`src/sv/msd_pkg.sv`:
```
`timescale 1ns / 1ps
// ----------------------------------------------------------------------------
// msd_pkg: shared types and constants for the sequence command decoder
// Event codes, table geometry and the op word that runs from the front
// end through the queue to the back end.
// ----------------------------------------------------------------------------
package msd_pkg;

    // Note table geometry
    localparam int TABLE_DEPTH = 256;
    localparam int TBL_AW      = (TABLE_DEPTH > 1) ? $clog2(TABLE_DEPTH) : 1;

    // Command byte codes
    localparam logic [7:0] CODE_END_LOOP = 8'hFE;
    localparam logic [7:0] CODE_END_STOP = 8'hFF;
    localparam logic [9:0] REST_SPAN     = 10'd16;
    localparam logic [9:0] INST_SPAN     = 10'd32;
    localparam logic [7:0] INST_OFFSET   = 8'd15;

    // Event kinds on the result channel
    localparam logic [2:0] EV_NOTE     = 3'd0;
    localparam logic [2:0] EV_REST     = 3'd1;
    localparam logic [2:0] EV_INST     = 3'd2;
    localparam logic [2:0] EV_ROW      = 3'd3;
    localparam logic [2:0] EV_END_LOOP = 3'd4;
    localparam logic [2:0] EV_END_STOP = 3'd5;

    // Queue depth
    localparam int QUEUE_DEPTH = 4;
    localparam int QUEUE_AW    = $clog2(QUEUE_DEPTH);

    // Operation handed from front end to back end
    typedef enum logic [1:0] {
        OP_WR_CHAN = 2'd0,
        OP_WR_VAL  = 2'd1,
        OP_NOTE    = 2'd2,
        OP_EVENT   = 2'd3
    } op_kind_t;

    typedef struct packed {
        op_kind_t   op;
        logic [7:0] addr;   // table index for writes and note reads
        logic [7:0] data;   // table data, or event value
        logic [2:0] kind;   // event kind for direct events
        logic [4:0] chan;   // channel 0..16 for direct events
    } op_word_t;

    // Front end phase, one-hot
    typedef enum logic [4:0] {
        PH_COUNT  = 5'b00001,
        PH_CHANS  = 5'b00010,
        PH_VALUES = 5'b00100,
        PH_CMD    = 5'b01000,
        PH_INST   = 5'b10000
    } phase_t;

endpackage

```
`src/sv/msd_front.sv`:
```
`timescale 1ns / 1ps
// ----------------------------------------------------------------------------
// msd_front: byte parser and command classifier
// Tracks the song phase, turns table bytes into table write ops and
// command bytes into note or direct event ops for the back end.
// ----------------------------------------------------------------------------
module msd_front
(
    input  logic              clk,
    input  logic              rst_n,
    input  logic              byte_valid,
    output logic              byte_stall,
    input  logic [7:0]        byte_value,
    input  logic              q_full,
    output logic              push,
    output msd_pkg::op_word_t push_word
);

    msd_pkg::phase_t phase_reg, phase_next;
    logic [7:0] note_count_reg, note_count_next;
    logic [7:0] load_index_reg, load_index_next;
    logic [4:0] pending_reg, pending_next;

    logic       accept;
    logic [9:0] b_w, n_w, rest_lim, inst_lim;
    logic       load_last;
    logic [7:0] b_minus_n;

    assign byte_stall = q_full;
    assign accept     = byte_valid & ~q_full;

    // Widened compare operands so large note counts do not wrap
    assign b_w       = {2'b00, byte_value};
    assign n_w       = {2'b00, note_count_reg};
    assign rest_lim  = n_w + msd_pkg::REST_SPAN;
    assign inst_lim  = n_w + msd_pkg::INST_SPAN;
    assign load_last = ({1'b0, load_index_reg} + 9'd1) >= {1'b0, note_count_reg};
    assign b_minus_n = byte_value - note_count_reg;

    // Phase handling and classification
    always_comb
    begin
        phase_next      = phase_reg;
        note_count_next = note_count_reg;
        load_index_next = load_index_reg;
        pending_next    = pending_reg;
        push            = 1'b0;
        push_word       = '0;
        push_word.op    = msd_pkg::OP_EVENT;
        case (phase_reg)
            msd_pkg::PH_CHANS:
            begin
                push           = accept;
                push_word.op   = msd_pkg::OP_WR_CHAN;
                push_word.addr = load_index_reg;
                push_word.data = byte_value;
                if (accept)
                begin
                    if (load_last)
                    begin
                        load_index_next = '0;
                        phase_next      = msd_pkg::PH_VALUES;
                    end
                    else
                        load_index_next = load_index_reg + 8'd1;
                end
            end
            msd_pkg::PH_VALUES:
            begin
                push           = accept;
                push_word.op   = msd_pkg::OP_WR_VAL;
                push_word.addr = load_index_reg;
                push_word.data = byte_value;
                if (accept)
                begin
                    if (load_last)
                    begin
                        load_index_next = '0;
                        phase_next      = msd_pkg::PH_CMD;
                    end
                    else
                        load_index_next = load_index_reg + 8'd1;
                end
            end
            msd_pkg::PH_INST:
            begin
                push           = accept;
                push_word.kind = msd_pkg::EV_INST;
                push_word.chan = pending_reg;
                push_word.data = byte_value;
                if (accept)
                    phase_next = msd_pkg::PH_CMD;
            end
            msd_pkg::PH_CMD:
            begin
                push_word.addr = byte_value;
                if (b_w < n_w)
                begin
                    push         = accept;
                    push_word.op = msd_pkg::OP_NOTE;
                end
                else if (b_w < rest_lim)
                begin
                    push           = accept;
                    push_word.kind = msd_pkg::EV_REST;
                    push_word.chan = b_minus_n[4:0] + 5'd1;
                end
                else if (b_w < inst_lim)
                begin
                    if (accept)
                    begin
                        pending_next = 5'(b_minus_n - msd_pkg::INST_OFFSET);
                        phase_next   = msd_pkg::PH_INST;
                    end
                end
                else if (byte_value < msd_pkg::CODE_END_LOOP)
                begin
                    push           = accept;
                    push_word.kind = msd_pkg::EV_ROW;
                    push_word.data = 8'(b_w - inst_lim);
                end
                else
                begin
                    push           = accept;
                    push_word.kind = (byte_value == msd_pkg::CODE_END_LOOP)
                                   ? msd_pkg::EV_END_LOOP : msd_pkg::EV_END_STOP;
                    if (accept)
                        phase_next = msd_pkg::PH_COUNT;
                end
            end
            default:
            begin
                // Header byte: note count
                if (accept)
                begin
                    note_count_next = byte_value;
                    load_index_next = '0;
                    phase_next      = (byte_value == 8'd0) ? msd_pkg::PH_CMD
                                                           : msd_pkg::PH_CHANS;
                end
            end
        endcase
    end

    // State registers
    always_ff @(posedge clk or negedge rst_n)
    begin
        if (!rst_n)
        begin
            phase_reg      <= msd_pkg::PH_COUNT;
            note_count_reg <= '0;
            load_index_reg <= '0;
            pending_reg    <= '0;
        end
        else
        begin
            phase_reg      <= phase_next;
            note_count_reg <= note_count_next;
            load_index_reg <= load_index_next;
            pending_reg    <= pending_next;
        end
    end

endmodule

```
`config.mk`:
```
export PLATFORM = sky130hd
export DESIGN_NAME = msd_front
export DESIGN_NICKNAME = d
export VERILOG_FILES = /design/src/sv/msd_pkg.sv /design/src/sv/msd_front.sv
export SDC_FILE = /design/constraint.sdc
export NUM_CORES = 1
export LEC_CHECK = 0
export BUFFER_PORTS_ARGS = -buffer_cell sky130_fd_sc_hd__buf_2
export CAP_MARGIN = 25
export CORE_AREA = 2 2 71 73
export CTS_CLUSTER_DIAMETER = 80
export DETAILED_ROUTE_END_ITERATION = 8
export DIE_AREA = 0 0 73 75
export HOLD_SLACK_MARGIN = 0.03
export PLACE_DENSITY = 0.8
export SLEW_MARGIN = 20
export SYNTH_ARGS = -nofsm -noshare
export SYNTH_HDL_FRONTEND = slang
export SYNTH_SLANG_ARGS = --single-unit
export TNS_END_PERCENT = 20
```
`constraint.sdc`:
```
create_clock -name clk -period 3.7 [get_ports clk]
set_input_delay 0.74 -clock clk [delete_from_list [all_inputs] [get_ports clk]]
set_output_delay 0.74 -clock clk [all_outputs]
set_load 0.03 [all_outputs]
```
# Yosys cells after proc, flatten, opt, wreduce, memory -nomap -nowiden
# Cells that the tools add are included.
# op_classes
addsub,8
multipliers,0
div_mod_pow,0
n_lt_le_gt_ge,5
n_eq_ne,14
n_shift,0
mux,34
bitwise_logic,6
n_reduce_logical,11
# ops
cell,n
$mux W5,13
$pmux W8 S2,3
$mux W8,5
$pmux W10 S3,1
$pmux W5 S4,1
$lt A8 B9 Y1,2
$mux W16,1
$ne A2 B2 Y1 const B,8
$mux W11,1
$reduce_and A11 Y1,1
$add A8 B1 Y9 const B,1
$add A8 B5 Y9 const B,1
$add A8 B6 Y9 const B,1
$ge A9 B8 Y1,1
$add A8 B1 Y8 const B,1
$eq A8 B8 Y1 const B,1
$logic_not A8 Y1,1
$lt A8 B8 Y1,1
$lt A8 B8 Y1 const B,1
$sub A8 B8 Y8,1
$mux W3,2
$add A5 B1 Y5 const B,1
$eq A5 B2 Y1 const B,1
$eq A5 B3 Y1 const B,1
other kinds (16),27
# word_totals
ff_bits,26
latchBits,0
mem_bits_rw,0
rom_bits,0
out_inout_bits,28
elab_cells,82
memories,0

# Logic depth before layout (Yosys ltp)
# Gate-level depths: netlist of run 1.
# logic_depth
ltp_word,8
depth_mapped,12

# Worst setup path before layout of run 1
# Ideal clock, no wire load.
# synth_timing
kind,input-to-output
start,in byte_value[0]
end,out push_word[7] in the netlist's numbering
t_arrival_ns,2.855
required_ns,2.960
setup_slack_ns,0.105
stages,9
n_path_buf,0
cell_sequence,inv_1 ha_1 inv_1 fa_1 a21oi_1 o21ai_0 o22ai_2 nand2b_1 nor4_1
# synth_rtl
item,line,source
start: declaration,msd_front.sv:13,"input logic [7:0] byte_value,"
end: declaration,msd_front.sv:16,output msd_pkg::op_word_t push_word

==> results of run 1 <==
[power breakdown]
group	internal, mW	switching [mW]
Combinational	0.788	1.16
Clock	0.145	0.103
Sequential	0.375	0.118
[through the flow]
stage               util, %  setup WS (ps)  power, mW  hold WS [ps]  cells
finish                 63.0           63.4       2.69           473    381
global route           63.0          -31.8       2.92           512    381
CTS                    61.9           12.6       2.60           489    379
detailed placement     59.9          -14.0       2.31           498    374
global placement       59.9           75.0       2.27           488    374
floorplan                 -            105       1.85           444    279
[final timing paths]
check                                    end  slack [ps]  cells past startpoint
max reg2reg                     phase_reg[1]         820                     12
max                             push_word[7]          60                     10
min in group clk              pending_reg[0]         520                      1
min reg2reg                   pending_reg[0]         520                      1
min                           pending_reg[2]         470                      1
max in group asynchronous  note_count_reg[5]        2770                      1
[area by class of cell]
cell class | count | share of cell area (%)
clock buffers | 3 | 1.41
repair buffers | 52 | 10.2
flip-flops and latches | 26 | 22.3
well taps | 54 | 2.30
clock inverters | 1 | 1.02
inverters | 27 | 3.45
multi-input cells | 218 | 59.4
[worst max-delay path, stage by stage (launching register included)]
cell and delay [ps]:
dfrtp_2 460, ha_1 240, nand2_1 80, xnor2_1 90, ha_1 300, nand2_1 50
or3_1 360, o22a_2 310, buf_4 170, nor4_2 330, buf_4 220
[placed cells by master, fill, tap and decap left out, types with 4 or more instances in the layout]
cell	instances
buf_2	38
buf_4	13
ha_1	26
nor2_1	10
a21oi_1	8
nand3_1	10
xnor2_1	10
nand2_1	27
mux2_2	10
a21o_1	4
o21a_1	4
a22o_1	14
nand4_1	4
o21ai_0	21
dfrtp_1	24
xor2_1	7
inv_1	26
nor2b_1	5
[routing by layer]
layer	track usage (%)	wire, um	up-vias	share of wire (%)
met5	0	0	-	0
met4	7.00	91	0	1.4
met3	2.41	331	11	5.1
met2	41.3	3160	83	48
met1	36.4	2950	1119	45
li1	-	-	1099	-
[cells by family (layout without fill, tap and decap cells)]
group | after synthesis | in the layout
buffers and inverters | 35 | 83
and+or+nand+nor | 86 | 86
adders and majority gates | 28 | 28
muxes | 15 | 15
xor gates and xnor gates | 18 | 18
AOI/OAI and AO/OA | 71 | 71
DFF | 26 | 26
[what timing repair did]
| item | in CTS | in global routing |
|---|---|---|
| buffers inserted | 1 | 2 |
| gates resized for setup | 4 | 10 |
| endpoints found under the setup margin | 10 | 17 |
| pin swaps | 1 | 1 |
==> reports/metrics.cfg, run 1 <==
[worst_setup_path]
worst_ep_arrival_time_ps=2900
critPathRequiredTime_ps=2960
crit_type=reg -> out
end_kind=output pin
r2r_start=load_index_reg[0]
startpoint_type=register
critPathMaxFanout=5
crit_start=note_count_reg[5]

[clocking]
cts_hold_buf=0
cts.path.max_buffers=2
cts_sinks=26
cts_buffers=3
cts_tree=done
cts.clk_slew.worst_paths_ps=110
htree_levels=1
cts_root_buf=clkbuf_8
clk_latency_ps=280

[synth]
synthFlopType=dfrtp_1
synth.top_cells.by_area=dfrtp_1 25%, ha_1 14%, a22o_1 4.9%
yosys.area.top_type=dfrtp_1
yosys.area.top_type_share_pct=25.0
synth_common_cells=27 x ha_1, 27 x nand2_1, 26 x inv_1
synth_cell_type_count=57
synth_fa_ha_area_share_pct=14.3
async_reset_ff_share_pct=100
synth_mux_area_share_pct=6.91
syn_nets=319
synth_top_family_by_area=compound AO/OA/AOI/OAI gates
synth-edff-count=0
synth_compound_area_share_pct=20.2
synth_seq_area_share_pct=26.1
yosys.area_share.simple_pct=20.0
netlist_area_um2=2500
synth_cells=279
yosys_register_bits=26
synth_xor_area_share_pct=6.61
avgSynthCellArea_um2=8.96
ys_warn_count=0

[route]
drcViolationCount=0
drtIter0Drc=113
route.antenna.remaining_nets=0
viasPerCell=6.07
wl_per_cell_um=17.1
num_vias=2312
drt-pass1-iter-count=5
routed_wl_um=6530

[floorplanning]
std_cell_rows=25
die_w_um=73
initial_core_util_pct=53.6
core_area_um2=4660
dieArea_um2=5480
die_h_um=75
ios=40

[global_route]
grt_usage_pct=25.5
antenna_found_initial=0
grt_max_degree=27
grt_overflow=0
grt_pass1_wl_um=10800
grt_pass1_vias=2201

[sta]
setup_viol=0
finalSetupTns_ps=0
fin_crit_ps=3640
post-route-period-util_pct=98.3
hold_viol_final=0
worst_pin_slew_ps=654
worst_clock_skew_ps=7.08
maxSlewViolCount=0
slew_headroom_pct=56.4
max_freq_ghz=0.275
rsz0062_at_grt=true

[outcome]
status=finished, final reports clean

[hold_path]
hold_class=in -> async

[power_and_ir_drop]
p_leak_nw=1.48
cellPowerDensity_nw_per_um2=915
ir_drop_mv=0.586

[finish]
fillers=414
final_nets=368
multi_input_area_um2=1740
finalInstanceArea_um2=2940
drive_gt1_share_pct=27.8
regArea_um2=653
diodes=0
syn2layout_area_growth_pct=17.4

[placed_design]
dp_hpwl_um=4900
gp_congestion=0.915
dpl_cell_area_um2=2790
port_buffers=39

[job]
max-cap-violations=0

No activity file was read; power rests on OpenSTA's default activity.
==> run 2: changes to the inputs <==
Settings changed: CORE_AREA 2 2 71 73 to 2 2 51 101, DIE_AREA 0 0 73 75 to 0 0 53 103.
==> reports/metrics.cfg, run 2 (synthesis gave the netlist of run 1 again) <==
[outcome]
status=finished, final reports clean  ; unchanged

[global_route]
grt_pass1_wl_um=11200  ; was 10800 um
grt_overflow=0  ; unchanged
grt_usage_pct=27.2  ; was 25.5%
grt_util_met3_pct=2.61  ; was 2.41%
busiest_layer=met2  ; unchanged
grt_max_degree=27  ; unchanged
use_met1_pct=33.2  ; was 36.4%
grt_pass1_vias=2380  ; was 2201
antenna_found_initial=0  ; unchanged
use_met2_pct=47.4  ; was 41.3%

[placed_design]
post-place-ws_ps=42.7  ; was -14.0 ps
dp_hpwl_um=5190  ; was 4900 um
port_buffers=39  ; unchanged
dpl_cell_area_um2=2770  ; was 2790 um^2
gp_congestion=0.929  ; was 0.915

[worst_setup_path]
critPathRequiredTime_ps=2960  ; about the same
r2r_setup_slack_ps=840  ; was 820 ps
worstPathCellList=buf_2 > inv_1 > ha_1 > inv_1 > fa_1 > a21oi_1 > o21ai_2 > o22ai_2 > buf_4 > nand2b_4 > nor3_4 > a32o_1 > buf_2  ; was ha_1 > nand2_1 > xnor2_1 > ha_1 > nand2_1 > or3_1 > o22a_2 > buf_4 > nor4_2 > buf_4
crit_path_max_incr_delay_ps=390  ; was 460 ps
crit_type=in -> out  ; was reg -> out
slowest_stage=fa_1  ; was dfrtp_2
critPathMaxFanout=5  ; unchanged
path_delay_family=compound AO/OA/AOI/OAI gates  ; was simple AND/OR/NAND/NOR gates
worst_ep_arrival_time_ps=2860  ; was 2900 ps
crit_buf_inv=5  ; was 2
startpoint_type=input port  ; was register
end_kind=output pin  ; unchanged

[job]
max-cap-violations=0  ; unchanged

[route]
num_vias=2341  ; was 2312
drt-pass1-iter-count=4  ; was 5
drcViolationCount=0  ; unchanged
routed_wl_um=6820  ; was 6530 um
route.antenna.remaining_nets=0  ; unchanged
drtIter0Drc=98  ; was 113
viasPerCell=6.18  ; was 6.07
wl_per_cell_um=18.0  ; was 17.1 um

[clocking]
cts_tree=done  ; unchanged
cts_hold_buf=0  ; unchanged
cts_sinks=26  ; unchanged
clk_latency_ps=280  ; about the same
cts.clk_slew.worst_paths_ps=100  ; was 110 ps
cts_buffers=3  ; unchanged
cts.path.max_buffers=2  ; unchanged
htree_levels=1  ; unchanged
cts_root_buf=clkbuf_8  ; unchanged

[sta]
max_freq_ghz=0.278  ; was 0.275 GHz
worst_pin_slew_ps=651  ; was 654 ps
setup_viol=0  ; unchanged
fin_crit_ps=3600  ; was 3640 ps
worst_clock_skew_ps=9.14  ; was 7.08 ps
post-route-period-util_pct=97.3  ; was 98.3%
slew_headroom_pct=56.6  ; was 56.4%
finalWorstSetupSlack_ps=101  ; was 63.4 ps
hold_viol_final=0  ; unchanged
maxSlewViolCount=0  ; unchanged

[power_and_ir_drop]
ir_drop_mv=0.665  ; was 0.586 mV
p_leak_nw=1.46  ; was 1.48 nW
cellPowerDensity_nw_per_um2=905  ; was 915 nW/um^2

[finish]
diodes=0  ; unchanged
drive_gt1_share_pct=26.1  ; was 27.8%
finalInstanceArea_um2=2890  ; was 2940 um^2
mostFrequentLayoutCell=buf_2  ; unchanged
syn2layout_area_growth_pct=15.5  ; was 17.4%
mostFrequentLayoutCells=39 x buf_2, 27 x nand2_1, 27 x ha_1  ; was 38 x buf_2, 27 x nand2_1, 26 x inv_1, 26 x ha_1, 24 x dfrtp_1
final_nets=363  ; was 368

[floorplanning]
core_area_um2=4730  ; was 4660 um^2
std_cell_rows=36  ; was 25
die_h_um=103  ; was 75 um
die_w_um=53  ; was 73 um
ios=40  ; unchanged
initial_core_util_pct=52.9  ; was 53.6%
dieArea_um2=5460  ; was 5480 um^2

[hold_path]
hold_class=in -> async  ; unchanged

[run 2: what timing repair did]
action                     CTS  global route
setup endpoints to repair    8            13
resized for setup            2             9
pin swaps                    0             2
buffers inserted             0             1
[run 2: path summary, 6_finish.rpt]
| kind | start | end | cells past startpoint |
|---|---|---|---|
| max | byte_value[0] | push_word[10] | 13 |
| min in group clk | note_count_reg[3] | note_count_reg[3] | 1 |
| max reg2reg | load_index_reg[0] | phase_reg[1] | 12 |
| min reg2reg | note_count_reg[3] | note_count_reg[3] | 1 |
| max in group asynchronous | rst_n | note_count_reg[5] | 1 |
| min | rst_n | note_count_reg[2] | 1 |
[run 2: layout make-up]
| cell class | instances | area [um^2] |
|---|---|---|
| Tap cell | 57 | 71.3 |
| Clock buffer | 3 | 41.3 |
| Fill cell | 423 | 1840 |
| Sequential cell | 26 | 654 |
| Inverter | 27 | 101 |
| Clock inverter | 1 | 30.0 |
| Timing Repair Buffer | 47 | 255 |
| Multi-Input combinational cell | 218 | 1730 |
[run 2: worst register-to-register path, cell delays in order (launching register included)]
cell     delay (ps)
dfrtp_1         490
ha_1            270
nand2_1          70
nor2_1          170
xnor2_1         170
inv_1            70
ha_1            300
a21o_1          170
a22o_1          250
nor3_4          210
a31oi_4         150
nand2_4         140
mux2_4          300
[run 2: stage by stage]
stage	std cells	total power, mW	utilization (%)	hold slack (ps)	setup TNS (ps)
after floorplan	279	1.85	-	444	0
after global placement	374	2.20	58.6	488	0
after detailed placement	374	2.26	58.6	494	0
after CTS	378	2.53	60.3	485	0
after global routing	379	2.83	61.1	520	-22.6
final	379	2.61	61.1	476	0
[run 2: where the power goes]
part | switching [mW] | internal (mW)
registers | 0.122 | 0.376
clock network | 0.0965 | 0.145
logic | 1.15 | 0.722
[run 2: metal layers]
layer  wire length (um)  share of wire (%)  vias up
met1               2680                 39     1124
met5                  0                  0        -
met2               3490                 51       99
li1                   -                  -     1096
met4                227                3.3        0
met3                414                6.1       22
