## src/sv/msd_pkg.sv

```systemverilog
`timescale 1ns / 1ps
// ----------------------------------------------------------------------------
// msd_pkg: shared types and constants for the sequence command decoder
// Event codes, table geometry and the op word that runs from the front
// end through the queue to the back end.
// ----------------------------------------------------------------------------
package msd_pkg;

    // Note table geometry
    localparam int TABLE_DEPTH = 256;
    localparam int TBL_AW      = (TABLE_DEPTH > 1) ? $clog2(TABLE_DEPTH) : 1;

    // Command byte codes
    localparam logic [7:0] CODE_END_LOOP = 8'hFE;
    localparam logic [7:0] CODE_END_STOP = 8'hFF;
    localparam logic [9:0] REST_SPAN     = 10'd16;
    localparam logic [9:0] INST_SPAN     = 10'd32;
    localparam logic [7:0] INST_OFFSET   = 8'd15;

    // Event kinds on the result channel
    localparam logic [2:0] EV_NOTE     = 3'd0;
    localparam logic [2:0] EV_REST     = 3'd1;
    localparam logic [2:0] EV_INST     = 3'd2;
    localparam logic [2:0] EV_ROW      = 3'd3;
    localparam logic [2:0] EV_END_LOOP = 3'd4;
    localparam logic [2:0] EV_END_STOP = 3'd5;

    // Queue depth
    localparam int QUEUE_DEPTH = 4;
    localparam int QUEUE_AW    = $clog2(QUEUE_DEPTH);

    // Operation handed from front end to back end
    typedef enum logic [1:0] {
        OP_WR_CHAN = 2'd0,
        OP_WR_VAL  = 2'd1,
        OP_NOTE    = 2'd2,
        OP_EVENT   = 2'd3
    } op_kind_t;

    typedef struct packed {
        op_kind_t   op;
        logic [7:0] addr;   // table index for writes and note reads
        logic [7:0] data;   // table data, or event value
        logic [2:0] kind;   // event kind for direct events
        logic [4:0] chan;   // channel 0..16 for direct events
    } op_word_t;

    // Front end phase, one-hot
    typedef enum logic [4:0] {
        PH_COUNT  = 5'b00001,
        PH_CHANS  = 5'b00010,
        PH_VALUES = 5'b00100,
        PH_CMD    = 5'b01000,
        PH_INST   = 5'b10000
    } phase_t;

endpackage

```

## src/sv/msd_queue.sv

```systemverilog
`timescale 1ns / 1ps
// ----------------------------------------------------------------------------
// msd_queue: small op queue between front end and back end
// Circular buffer with a fill count; head word is visible while not empty.
// ----------------------------------------------------------------------------
module msd_queue
(
    input  logic              clk,
    input  logic              rst_n,
    input  logic              push,
    input  msd_pkg::op_word_t push_word,
    input  logic              pop,
    output logic              full,
    output logic              not_empty,
    output msd_pkg::op_word_t head_word
);

    msd_pkg::op_word_t entry_reg [msd_pkg::QUEUE_DEPTH];
    logic [msd_pkg::QUEUE_AW-1:0] wr_ptr_reg, rd_ptr_reg;
    logic [msd_pkg::QUEUE_AW:0]   count_reg, count_next;

    assign full      = (count_reg == (msd_pkg::QUEUE_AW + 1)'(msd_pkg::QUEUE_DEPTH));
    assign not_empty = (count_reg != '0);
    assign head_word = entry_reg[rd_ptr_reg];

    // Fill count
    always_comb
    begin
        count_next = count_reg;
        if (push && !pop)
            count_next = count_reg + 1'b1;
        else if (pop && !push)
            count_next = count_reg - 1'b1;
    end

    // Pointers
    always_ff @(posedge clk or negedge rst_n)
    begin
        if (!rst_n)
        begin
            wr_ptr_reg <= '0;
            rd_ptr_reg <= '0;
            count_reg  <= '0;
        end
        else
        begin
            if (push)
                wr_ptr_reg <= wr_ptr_reg + 1'b1;
            if (pop)
                rd_ptr_reg <= rd_ptr_reg + 1'b1;
            count_reg <= count_next;
        end
    end

    // Storage
    always_ff @(posedge clk)
    begin
        if (push)
            entry_reg[wr_ptr_reg] <= push_word;
    end

endmodule

```

## config.mk

```make
export PLATFORM = sky130hd
export DESIGN_NAME = msd_queue
export DESIGN_NICKNAME = d
export VERILOG_FILES = /design/src/sv/msd_pkg.sv /design/src/sv/msd_queue.sv
export SDC_FILE = /design/constraint.sdc
export NUM_CORES = 1
export LEC_CHECK = 0
export ABC_AREA = 1
export BUFFER_PORTS_ARGS = -buffer_cell sky130_fd_sc_hd__buf_2
export CORE_ASPECT_RATIO = 1.4
export CORE_MARGIN = 5
export CORE_UTILIZATION = 47
export DETAILED_ROUTE_END_ITERATION = 8
export PLACE_DENSITY = 0.68
export SYNTH_ARGS = -nofsm -noshare
export SYNTH_HDL_FRONTEND = slang
export SYNTH_SLANG_ARGS = --single-unit
```

## constraint.sdc

```tcl
create_clock -name clk -period 2 [get_ports clk]
set_clock_uncertainty 0.2 [all_clocks]
set_input_delay 0.4 -clock clk [delete_from_list [all_inputs] [get_ports clk]]
set_output_delay 0.4 -clock clk [all_outputs]
set_load 0.01 [all_outputs]
```

; After elaboration in Yosys (flattened, before gate mapping)
; Memories as Yosys holds them, arrays and structs flattened.
; Index checks and enable logic that the tools add are counted.
[op_classes]
add_sub_neg = 4
eq_ne = 1
n_mux = 4
n_reduce_logical = 6
[op_table]
columns = operator, n
row1 = $mux 3, 2
row2 = $add 2x1->2 const B, 2
row3 = $add 3x1->3 const B, 1
row4 = $eq 3x3->1 const B, 1
row5 = $reduce_bool 3->1, 1
row6 = $sub 3x1->3 const B, 1
row7 = $logic_and 1x1->1, 2
row8 = $logic_not 1->1, 2
row9 = $mux 1, 2
row10 = $reduce_bool 2->1, 1
[word_totals]
reg_bits = 7
ramBits = 104
inputBits = 30
word_cells = 19
n_memories = 1
[mem_list]
columns = name, words, width, read_ports, rd_clocked_by_memory_dff, write_ports, line_no
row1 = entry_reg, 4, 26, 1, 0, 1, msd_queue.sv:18  ; msd_pkg::op_word_t entry_reg [msd_pkg::QUEUE_DEPTH];

; Logic depth before layout (Yosys ltp)
; Gate-level depths: netlist (run 1).
[depth]
ltp_word = 4
depth_mapped = 9

; Least setup slack after synthesis (run 1)
; OpenSTA, ideal clock, no wires.
[synth_path]
path_type = input to register
startpoint = in push
endpoint = mem entry_reg[1][0] (netlist bit) (enable)
setup_time_ps = 381
arrival_time_ps = 1206
t_required_ps = 1419
setup_slack_ps = 213
path_stages = 3
cell_sequence = clkbuf_1 nand2_1 inv_1
[synth_via]
elab_chain_cells = 2
[synth_rtl]
columns = element, line_no
row1 = from (decl), msd_queue.sv:10  ; input logic push,
row2 = $mux 1, msd_queue.sv:58  ; if (push)
row3 = $mux 1 (not written as such), msd_queue.sv:59  ; entry_reg[wr_ptr_reg] <= push_word;
row4 = to (decl), msd_queue.sv:18
; No other way between the ends.

==> results.json, run 1 <==
{
  "status": "finished with violations",
  "violations": "setup timing",
  "fp.dieH_um": 128,
  "synth_top_family_by_area": "compound AO/OA/AOI/OAI gates",
  "rr_worst_depth": 5,
  "netlist_area_sq_um": 4660,
  "hp-class": "in2reg",
  "place_inst": 538,
  "start_kind": "flop",
  "drtPass1Iterations": 4,
  "synth_cells": 352,
  "ant_nets": 0,
  "p_seq_frac": 0.416,
  "num_antenna_cells": 0,
  "grt_pass1_wl_mm": 13.3,
  "io_buffers": 57,
  "fmax_mhz": 465,
  "yosysTopAreaCell": "edfxtp_1",
  "setup_viol": 26,
  "numCtsBuffers": 9,
  "synth_area_per_cell_sq_um": 13.2,
  "cp_slowest_cell": "dfrtp_4",
  "rsz0062_at_grt": "yes",
  "min_period_ps": 2150,
  "synthMuxAreaShare": 0,
  "routedWlPerCell_um": 15.0,
  "total_power_uw": 7860,
  "worst_path_largest_cell_delay_ps": 550,
  "synth-compound-area-share": 0.105,
  "start_util": 0.476,
  "max-cap-violations": 0,
  "finalWorstSetupSlack_ps": -152,
  "worst_slew_pin_slew_ps": 309,
  "worst-path-stages": 4,
  "placed_area_sq_um": 5090,
  "grtUsageTotal": 0.147,
  "worst-path-buf-inv": 2,
  "reg2reg_setup_slack_ps": 360,
  "r2r_end": "entry_reg[0][13]",
  "cts.path.max_buffers": 2,
  "fin_area_sq_um": 5440,
  "final-seq-area_sq_um": 3300,
  "vias": 2655,
  "routed_via_density": 4.77,
  "synth_adder_area_share": 0.0177,
  "crit_end": "head_word[2]",
  "drc": 0,
  "cp_top_family": "flip-flops",
  "p_int_uw": 5140,
  "finalCritPeriodShare": 1.08,
  "wirelength_mm": 8.33,
  "ys_ff_latch": 111,
  "synth_top_area_share": 0.671,
  "area_growth_pct": 16.8,
  "clk_pin_slew_ps": 70,
  "synth.area.top_cells": "edfxtp_1 67%, nand2_1 7.4%, o211ai_1 5.3%",
  "synth-simple-area-share": 0.0785,
  "htreeDepth": 3,
  "syn_nets": 388,
  "fillers": 850,
  "yosysWarnings": 0,
  "core.rowCount": 43,
  "fin_cells": 557,
  "cts_tree": "built",
  "grt_remaining_overflow": 0,
  "gp_congestion": 0.748,
  "largest_register_ffs": 104,
  "hold_viol_final": 0,
  "grt_max_degree": 53,
  "drv_slew": 0,
  "peakVddDrop_v": 0.000864,
  "place_ws_ps": 189,
  "grt_pass1_vias": 2725,
  "cp-startpoint": "rd_ptr_reg[0]",
  "drt_iter0_drc": 123,
  "p_comb_frac": 0.364,
  "cts.sinks": 111,
  "p_leak_uw": 0.00228,
  "fp.dieW_um": 94.1,
  "slew_headroom": 0.794,
  "dpl.hpwl_mm": 5.48,
  "hp-start": "push_word[11]",
  "nets": 453,
  "synthXorXnorAreaFrac": 0.00752,
  "power_switching_uw": 2710,
  "coreArea_sq_um": 9790,
  "drive_gt1_frac": 0.251,
  "cts_root_buffer": "clkbuf_16",
  "multi_input_area_sq_um": 973,
  "netlist-cell-type-count": 20,
  "worstReg2RegStart": "wr_ptr_reg[0]",
  "path_cells": "buf_12 > o211ai_1 > nand2_1 > buf_2",
  "io_pins": 58,
  "crit_arrival_ps": 1550,
  "sw_frac_of_total": 0.345,
  "dieArea_sq_um": 12000,
  "required_ps": 1400,
  "cellPowerDensity_nw_per_um2": 1440,
  "antenna_found_initial": 0,
  "ys_seq_area_frac": 0.708,
  "worstSetupEndpointType": "output pin",
  "cp_max_fo": 36,
  "p_clk_frac": 0.220,
  "insertion_delay_ps": 340,
  "critical_path_class": "reg2out"
}
[layout by cell type (no fill, tap or decap)]
cell type,synthesis,final
ha_1,5,5
dlygate4sd3_1,0,1
o211ai_1,33,33
nor3_1,1,1
nand4_1,1,1
clkbuf_16,0,10
inv_6,0,2
nand2_1,92,92
buf_2,9,57
buf_4,0,9
buf_16,0,1
clkbuf_1,1,1
xor2_1,3,3
nor2_1,1,1
dfrtp_1,7,6
clkinv_2,0,2
edfxtp_1,104,104
clkinv_4,0,1
o21ai_1,1,1
clkinv_1,0,1
fa_1,1,1
inv_1,63,63
nand3_1,1,1
bufinv_16,0,1
o211ai_2,19,19
buf_6,7,2
dfrtp_4,0,1
xnor2_1,1,1
buf_12,0,1
[layout make-up]
class | instances | area share
sequential | 111 | 0.607
multi-input combinational | 159 | 0.179
timing repair buffer | 72 | 0.0842
inverter | 64 | 0.0451
clock buffer | 10 | 0.0421
tap | 135 | 0.0311
clock inverter | 6 | 0.0113
[worst min-delay path by stage]
stage | to | slack, ps | depth (start not counted)
final | entry_reg[0][11] | 60 | 1
after global placement | count_reg[0] | 40 | 1
after global routing | entry_reg[0][8] | 60 | 1
after floorplan | count_reg[0] | -100 | 0
after detailed placement | count_reg[2] | 40 | 1
after CTS | entry_reg[0][11] | 50 | 1
[logic make-up after synthesis]
| logic type | after synthesis |
|---|---|
| DFF | 111 |
| and+or+nand+nor | 96 |
| buffers and inverters | 82 |
| AOI/OAI and AO/OA | 53 |
| adders and majority gates | 6 |
| xor gates and xnor gates | 4 |
[through the flow]
step                setup TNS [ps]   util  hold WS (ps)
finish                       -2380  0.555          64.7
global route                 -4200  0.555          56.7
detailed placement               0  0.520          44.0
floorplan                        0      -         -95.6
CTS                          -2210  0.552          52.4
global placement                 0  0.520          41.7
[layer usage]
metal  vias to the layer above  global-route usage  part of all wire
li1                       1327                   -                 -
met2                        44               0.272              0.55
met5                         -                   0                 0
met4                         0              0.0663             0.025
met3                        16              0.0364             0.036
met1                      1268               0.155              0.39
[repair_timing]
action,4_1_cts,5_1_grt
setup endpoints to repair,26,26
gates cloned,0,1
buffers inserted,1,0
gates resized for setup,3,1
hold endpoints to repair,7,0
hold buffers,1,0
pin swaps,1,3
[synthesized netlist by cell type]
cell type and number:
inv_4 1, o211ai_1 33, nor3_1 1, o211ai_2 19
buf_6 7, nand4_1 1, ha_1 5, edfxtp_1 104
inv_1 63, clkbuf_1 1, buf_8 1, nor2_1 1
buf_2 9, nand2_1 92, o21ai_1 1, nand3_1 1
xor2_1 3, fa_1 1, dfrtp_1 7, xnor2_1 1
[power by group through the flow]
stage	clock [uW]	sequential, uW	combinational (uW)
3_3_place_gp	0	3280	2770
3_5_place_dp	0	3300	2830
2_1_floorplan	0	3230	2000
5_1_grt	1870	3310	3180
6_report	1730	3270	2860
4_1_cts	1770	3260	2860
Power figures use the tool's default switching activity.
==> run 2: changes to the inputs <==
- PLACE_DENSITY: 0.68 -> 0.67
==> results.json, run 2 (synthesis results as in run 1) <==
{
  "status": "finished with violations",
  "violations": "setup timing",
  "grt_pass1_wl_mm": 13.4,
  "postCtsSetupBuffers": 0,
  "hold_viol_final": 0,
  "placed_area_sq_um": 5090,
  "cts.path.max_buffers": 2,
  "drc": 0,
  "grt_pass1_vias": 2728,
  "p_int_uw": 5350,
  "ant_nets": 0,
  "crit_arrival_ps": 1550,
  "clk_pin_slew_ps": 70,
  "min_period_ps": 2150,
  "path_cells": "clkbuf_16 > o211ai_1 > nand2_1 > buf_2",
  "dieArea_sq_um": 12000,
  "final_cell_mix": "104 x edfxtp_1, 90 x nand2_1, 63 x inv_1",
  "sw_frac_of_total": 0.340,
  "core.rowCount": 43,
  "grt_remaining_overflow": 0,
  "rsz0062_at_grt": "yes",
  "place_ws_ps": 165,
  "nets": 455,
  "cts.sinks": 111,
  "setup_viol": 26,
  "fp.dieW_um": 94.1,
  "grt_max_degree": 45,
  "largest_register_ffs": 104,
  "drive_gt1_frac": 0.257,
  "p_clk_frac": 0.227,
  "worstSetupEndpointType": "output pin",
  "critical_path_class": "reg2out",
  "start_util": 0.476,
  "insertion_delay_ps": 340,
  "layout_commonest_cell": "edfxtp_1",
  "cts_tree": "built",
  "num_antenna_cells": 0,
  "finalWorstSetupSlack_ps": -149,
  "p_leak_uw": 0.00230,
  "worst_path_largest_cell_delay_ps": 570,
  "hp-class": "in2reg",
  "grtUsageTotal": 0.149,
  "numCtsBuffers": 9,
  "finalCritPeriodShare": 1.07,
  "drv_slew": 0,
  "io_pins": 58,
  "htreeDepth": 3,
  "max-cap-violations": 0,
  "gp_congestion": 0.727,
  "power_switching_uw": 2750,
  "start_kind": "flop",
  "vias": 2723,
  "routedWlPerCell_um": 15.2,
  "area_growth_pct": 18.4,
  "fmax_mhz": 465,
  "wirelength_mm": 8.52,
  "cellPowerDensity_nw_per_um2": 1470,
  "fin_area_sq_um": 5510,
  "routed_via_density": 4.87,
  "drt_iter0_drc": 167,
  "antenna_found_initial": 0,
  "required_ps": 1400,
  "worst_slew_pin_slew_ps": 343,
  "drtPass1Iterations": 4,
  "coreArea_sq_um": 9790,
  "p_seq_frac": 0.403,
  "dpl.hpwl_mm": 5.23,
  "finalSetupTns_ps": -2940,
  "cp_slowest_cell": "dfrtp_4",
  "peakVddDrop_v": 0.000760,
  "cts_root_buffer": "clkbuf_16",
  "fp.dieH_um": 128,
  "total_power_uw": 8100,
  "fillers": 809,
  "cp_max_fo": 22,
  "slew_headroom": 0.771,
  "io_buffers": 57,
  "p_comb_frac": 0.370
}
==> run 2: changes by cell type in the layout (fill, tap and decap cells not counted), sizes merged <==
cell	before	now
buf	70	71
bufinv	1	2
clkinvlp	0	1
inv	65	64
==> run 2: area by class of cell <==
class / instances / area (sq um) / area share
inverter: 64 / 243 / 0.0440
timing repair buffer: 74 / 507 / 0.0919
clock inverter: 7 / 87.6 / 0.0159
multi-input combinational: 159 / 978 / 0.178
clock buffer: 9 / 225 / 0.0409
tap: 135 / 169 / 0.0306
sequential: 111 / 3300 / 0.599
==> run 2: path summary, 6_finish.rpt <==
| kind | slack, ps | depth (start not counted) | endpoint | start |
|---|---|---|---|---|
| worst max-delay path | -150 | 4 | head_word[15] | rd_ptr_reg[0] |
| worst min-delay path | 70 | 1 | entry_reg[2][10] | push_word[10] |
| worst max register to register | 410 | 4 | entry_reg[3][13] | wr_ptr_reg[0] |
| worst min register to register | 290 | 2 | count_reg[2] | count_reg[2] |
| max in group asynchronous | 1200 | 2 | rd_ptr_reg[0] | rst_n |
| min in group asynchronous | 220 | 2 | count_reg[0] | rst_n |
==> run 2: power by group through the flow <==
stage / sequential (uW) / clock [uW] / combinational, uW
3_5_place_dp: 3280 / 0 / 2820
5_1_grt: 3310 / 1970 / 3340
6_report: 3260 / 1840 / 2990
4_1_cts: 3250 / 1870 / 2930
3_3_place_gp: 3260 / 0 / 2790
2_1_floorplan: 3230 / 0 / 2000
==> run 2: repair_timing <==
| item | 4_1_cts | 5_1_grt |
|---|---|---|
| gates resized for setup | 2 | 3 |
| hold endpoints to repair | 7 | 0 |
| hold buffers | 1 | 0 |
| pin swaps | 5 | 2 |
| setup endpoints to repair | 26 | 26 |
| gates cloned | 1 | 2 |
==> run 2: worst max-delay path, delay by kind of cell (launching register included) <==
| kind | cells | cell delay [ps] |
|---|---|---|
| flops | 1 | 570 |
| buf+inv | 2 | 370 |
| simple gates | 1 | 80 |
| compound gates | 1 | 180 |
==> run 2: per-stage QoR <==
step,utilization,hold slack (ps),std cells
6_report,0.563,65.2,559
5_1_grt,0.563,58.3,559
3_5_place_dp,0.520,46.6,539
3_3_place_gp,0.520,45.0,539
4_1_cts,0.557,56.4,557
2_1_floorplan,-,-95.6,352
==> run 2: per-layer routing <==
layer | wire (um) | GRT usage | up-vias
met5 | 0 | 0 | -
met4 | 153 | 0.0604 | 0
met3 | 369 | 0.0487 | 9
met2 | 4410 | 0.249 | 44
met1 | 3590 | 0.176 | 1333
li1 | - | - | 1337
==> run 3: changes to the inputs <==
==> constraint.sdc (replaced) <==
create_clock -name clk -period 2.72 [get_ports clk]
set_clock_uncertainty 0.2 [all_clocks]
set_input_delay 0.272 -clock clk [delete_from_list [all_inputs] [get_ports clk]]
set_output_delay 0.272 -clock clk [all_outputs]
set_load 0.01 [all_outputs]
==> results.json, run 3 (synthesis results as in run 1) <==
{
  "gp_congestion": 0.739,
  "routedWlPerCell_um": 14.0,
  "drtPass1Iterations": 4,
  "fillers": 833,
  "ant_nets": 0,
  "area_growth_pct": 21.8,
  "largest_register_ffs": 104,
  "start_util": 0.476,
  "worst-path-buf-inv": 2,
  "insertion_delay_ps": 340,
  "fin_cells": 582,
  "dieArea_sq_um": 12000,
  "cp_max_fo": 40,
  "place_inst": 537,
  "peakVddDrop_v": 0.000588,
  "fmax_mhz": 443,
  "cp_top_family": "flip-flops",
  "grtUsageTotal": 0.144,
  "cellPowerDensity_nw_per_um2": 1020,
  "cp_slowest_cell": "dfrtp_4",
  "core.rowCount": 43,
  "finalCritPeriodShare": 0.830,
  "layout_commonest_cell": "edfxtp_1",
  "antenna_found_initial": 1,
  "wirelength_mm": 8.12,
  "numCtsBuffers": 9,
  "fp.dieW_um": 94.1,
  "cts.path.max_buffers": 2,
  "dpl.hpwl_mm": 5.16,
  "start_kind": "flop",
  "postCtsSetupBuffers": 0,
  "worstSetupEndpointType": "output pin",
  "slew_headroom": 0.697,
  "p_leak_uw": 0.00237,
  "drive_gt1_frac": 0.235,
  "whs_ps": 19.3,
  "multi_input_area_sq_um": 973,
  "worst_path_largest_cell_delay_ps": 720,
  "nets": 477,
  "max-cap-violations": 0,
  "crit_arrival_ps": 1790,
  "grt_pass1_wl_mm": 13.2,
  "drt_iter0_drc": 103,
  "worst_slew_pin_slew_ps": 455,
  "status": "finished clean",
  "setup_viol": 0,
  "routed_via_density": 4.70,
  "grt_max_degree": 41,
  "final_cell_mix": "104 x edfxtp_1, 92 x nand2_1, 63 x inv_1",
  "vias": 2737,
  "io_buffers": 57,
  "min_period_ps": 2260,
  "cts_tree": "built",
  "final-seq-area_sq_um": 3300,
  "rsz0062_at_grt": "no",
  "critical_path_class": "reg2out",
  "grt_pass1_vias": 2745,
  "grt_remaining_overflow": 0,
  "crit_top_cell": "nand2_1",
  "hold_viol_final": 0,
  "hp-class": "in2reg",
  "clk_pin_slew_ps": 70,
  "drv_slew": 0,
  "required_ps": 2250,
  "drc": 0,
  "cts.sinks": 111,
  "fp.dieH_um": 128,
  "coreArea_sq_um": 9790,
  "cts_root_buffer": "clkbuf_16",
  "finalSetupTns_ps": 0,
  "path_cells": "buf_4 > nand2_1 > o211ai_1 > nand2_1 > buf_2",
  "io_pins": 58,
  "htreeDepth": 3
}
run 3: cell types whose count changed in the layout (fill, tap and decap cells not counted), sizes merged:
cell         before  now
buf              71   68
clkbuf           11    9
clkinvlp          1    0
diode             0    1
dlygate4sd3       1   28
inv              64   65
run 3: cell type report:
| cell class | count | share of cell area |
|---|---|---|
| clock buffers | 9 | 0.0397 |
| clock inverters | 7 | 0.0170 |
| flip-flops and latches | 111 | 0.582 |
| well taps | 135 | 0.0298 |
| repair buffers | 96 | 0.116 |
| diodes | 1 | 0.000441 |
| multi-input cells | 159 | 0.172 |
| inverters | 64 | 0.0428 |
run 3: metal layers:
metal | vias up | part of all wire | global-route usage
met5 | - | 0 | 0
li1 | 1381 | - | -
met4 | 0 | 0.019 | 0.0561
met3 | 11 | 0.037 | 0.0341
met1 | 1298 | 0.43 | 0.169
met2 | 47 | 0.52 | 0.254
run 3: power breakdown:
part / switching (uW) / internal (uW)
clock: 564 / 809
sequential: 210 / 2250
combinational: 1180 / 752
run 3: worst paths after layout:
kind | slack [ps] | depth (start not counted) | to | startpoint
setup reg to reg | 1040 | 5 | entry_reg[0][19] | wr_ptr_reg[0]
min in group asynchronous | 110 | 2 | count_reg[1] | rst_n
hold / removal | 20 | 2 | wr_ptr_reg[0] | push
setup / recovery | 460 | 5 | head_word[23] | rd_ptr_reg[0]
hold reg to reg | 290 | 2 | count_reg[2] | count_reg[2]
max in group asynchronous | 2020 | 2 | rd_ptr_reg[0] | rst_n
run 3: worst register-to-register path, stage by stage, from the launching register on:
cell	delay, ps
dfrtp_1	420
inv_1	100
ha_1	140
nand2_1	50
inv_1	50
buf_4	350
run 3: what timing repair did:
action / 4_1_cts / 5_1_grt
hold endpoints to repair: 112 / 0
resized for setup: 0 / 0
hold buffers: 28 / 0
run 3: per-stage QoR:
| step | util | total power, uW | cell area [sq um] | setup WS, ps |
|---|---|---|---|---|
| finish | 0.579 | 5770 | 5670 | 462 |
| global route | 0.579 | 6140 | 5670 | 347 |
| CTS | 0.579 | 5850 | 5670 | 458 |
| detailed placement | 0.518 | 4450 | 5070 | 840 |
| global placement | 0.518 | 4410 | 5070 | 870 |
| floorplan | - | 3840 | 4660 | 949 |
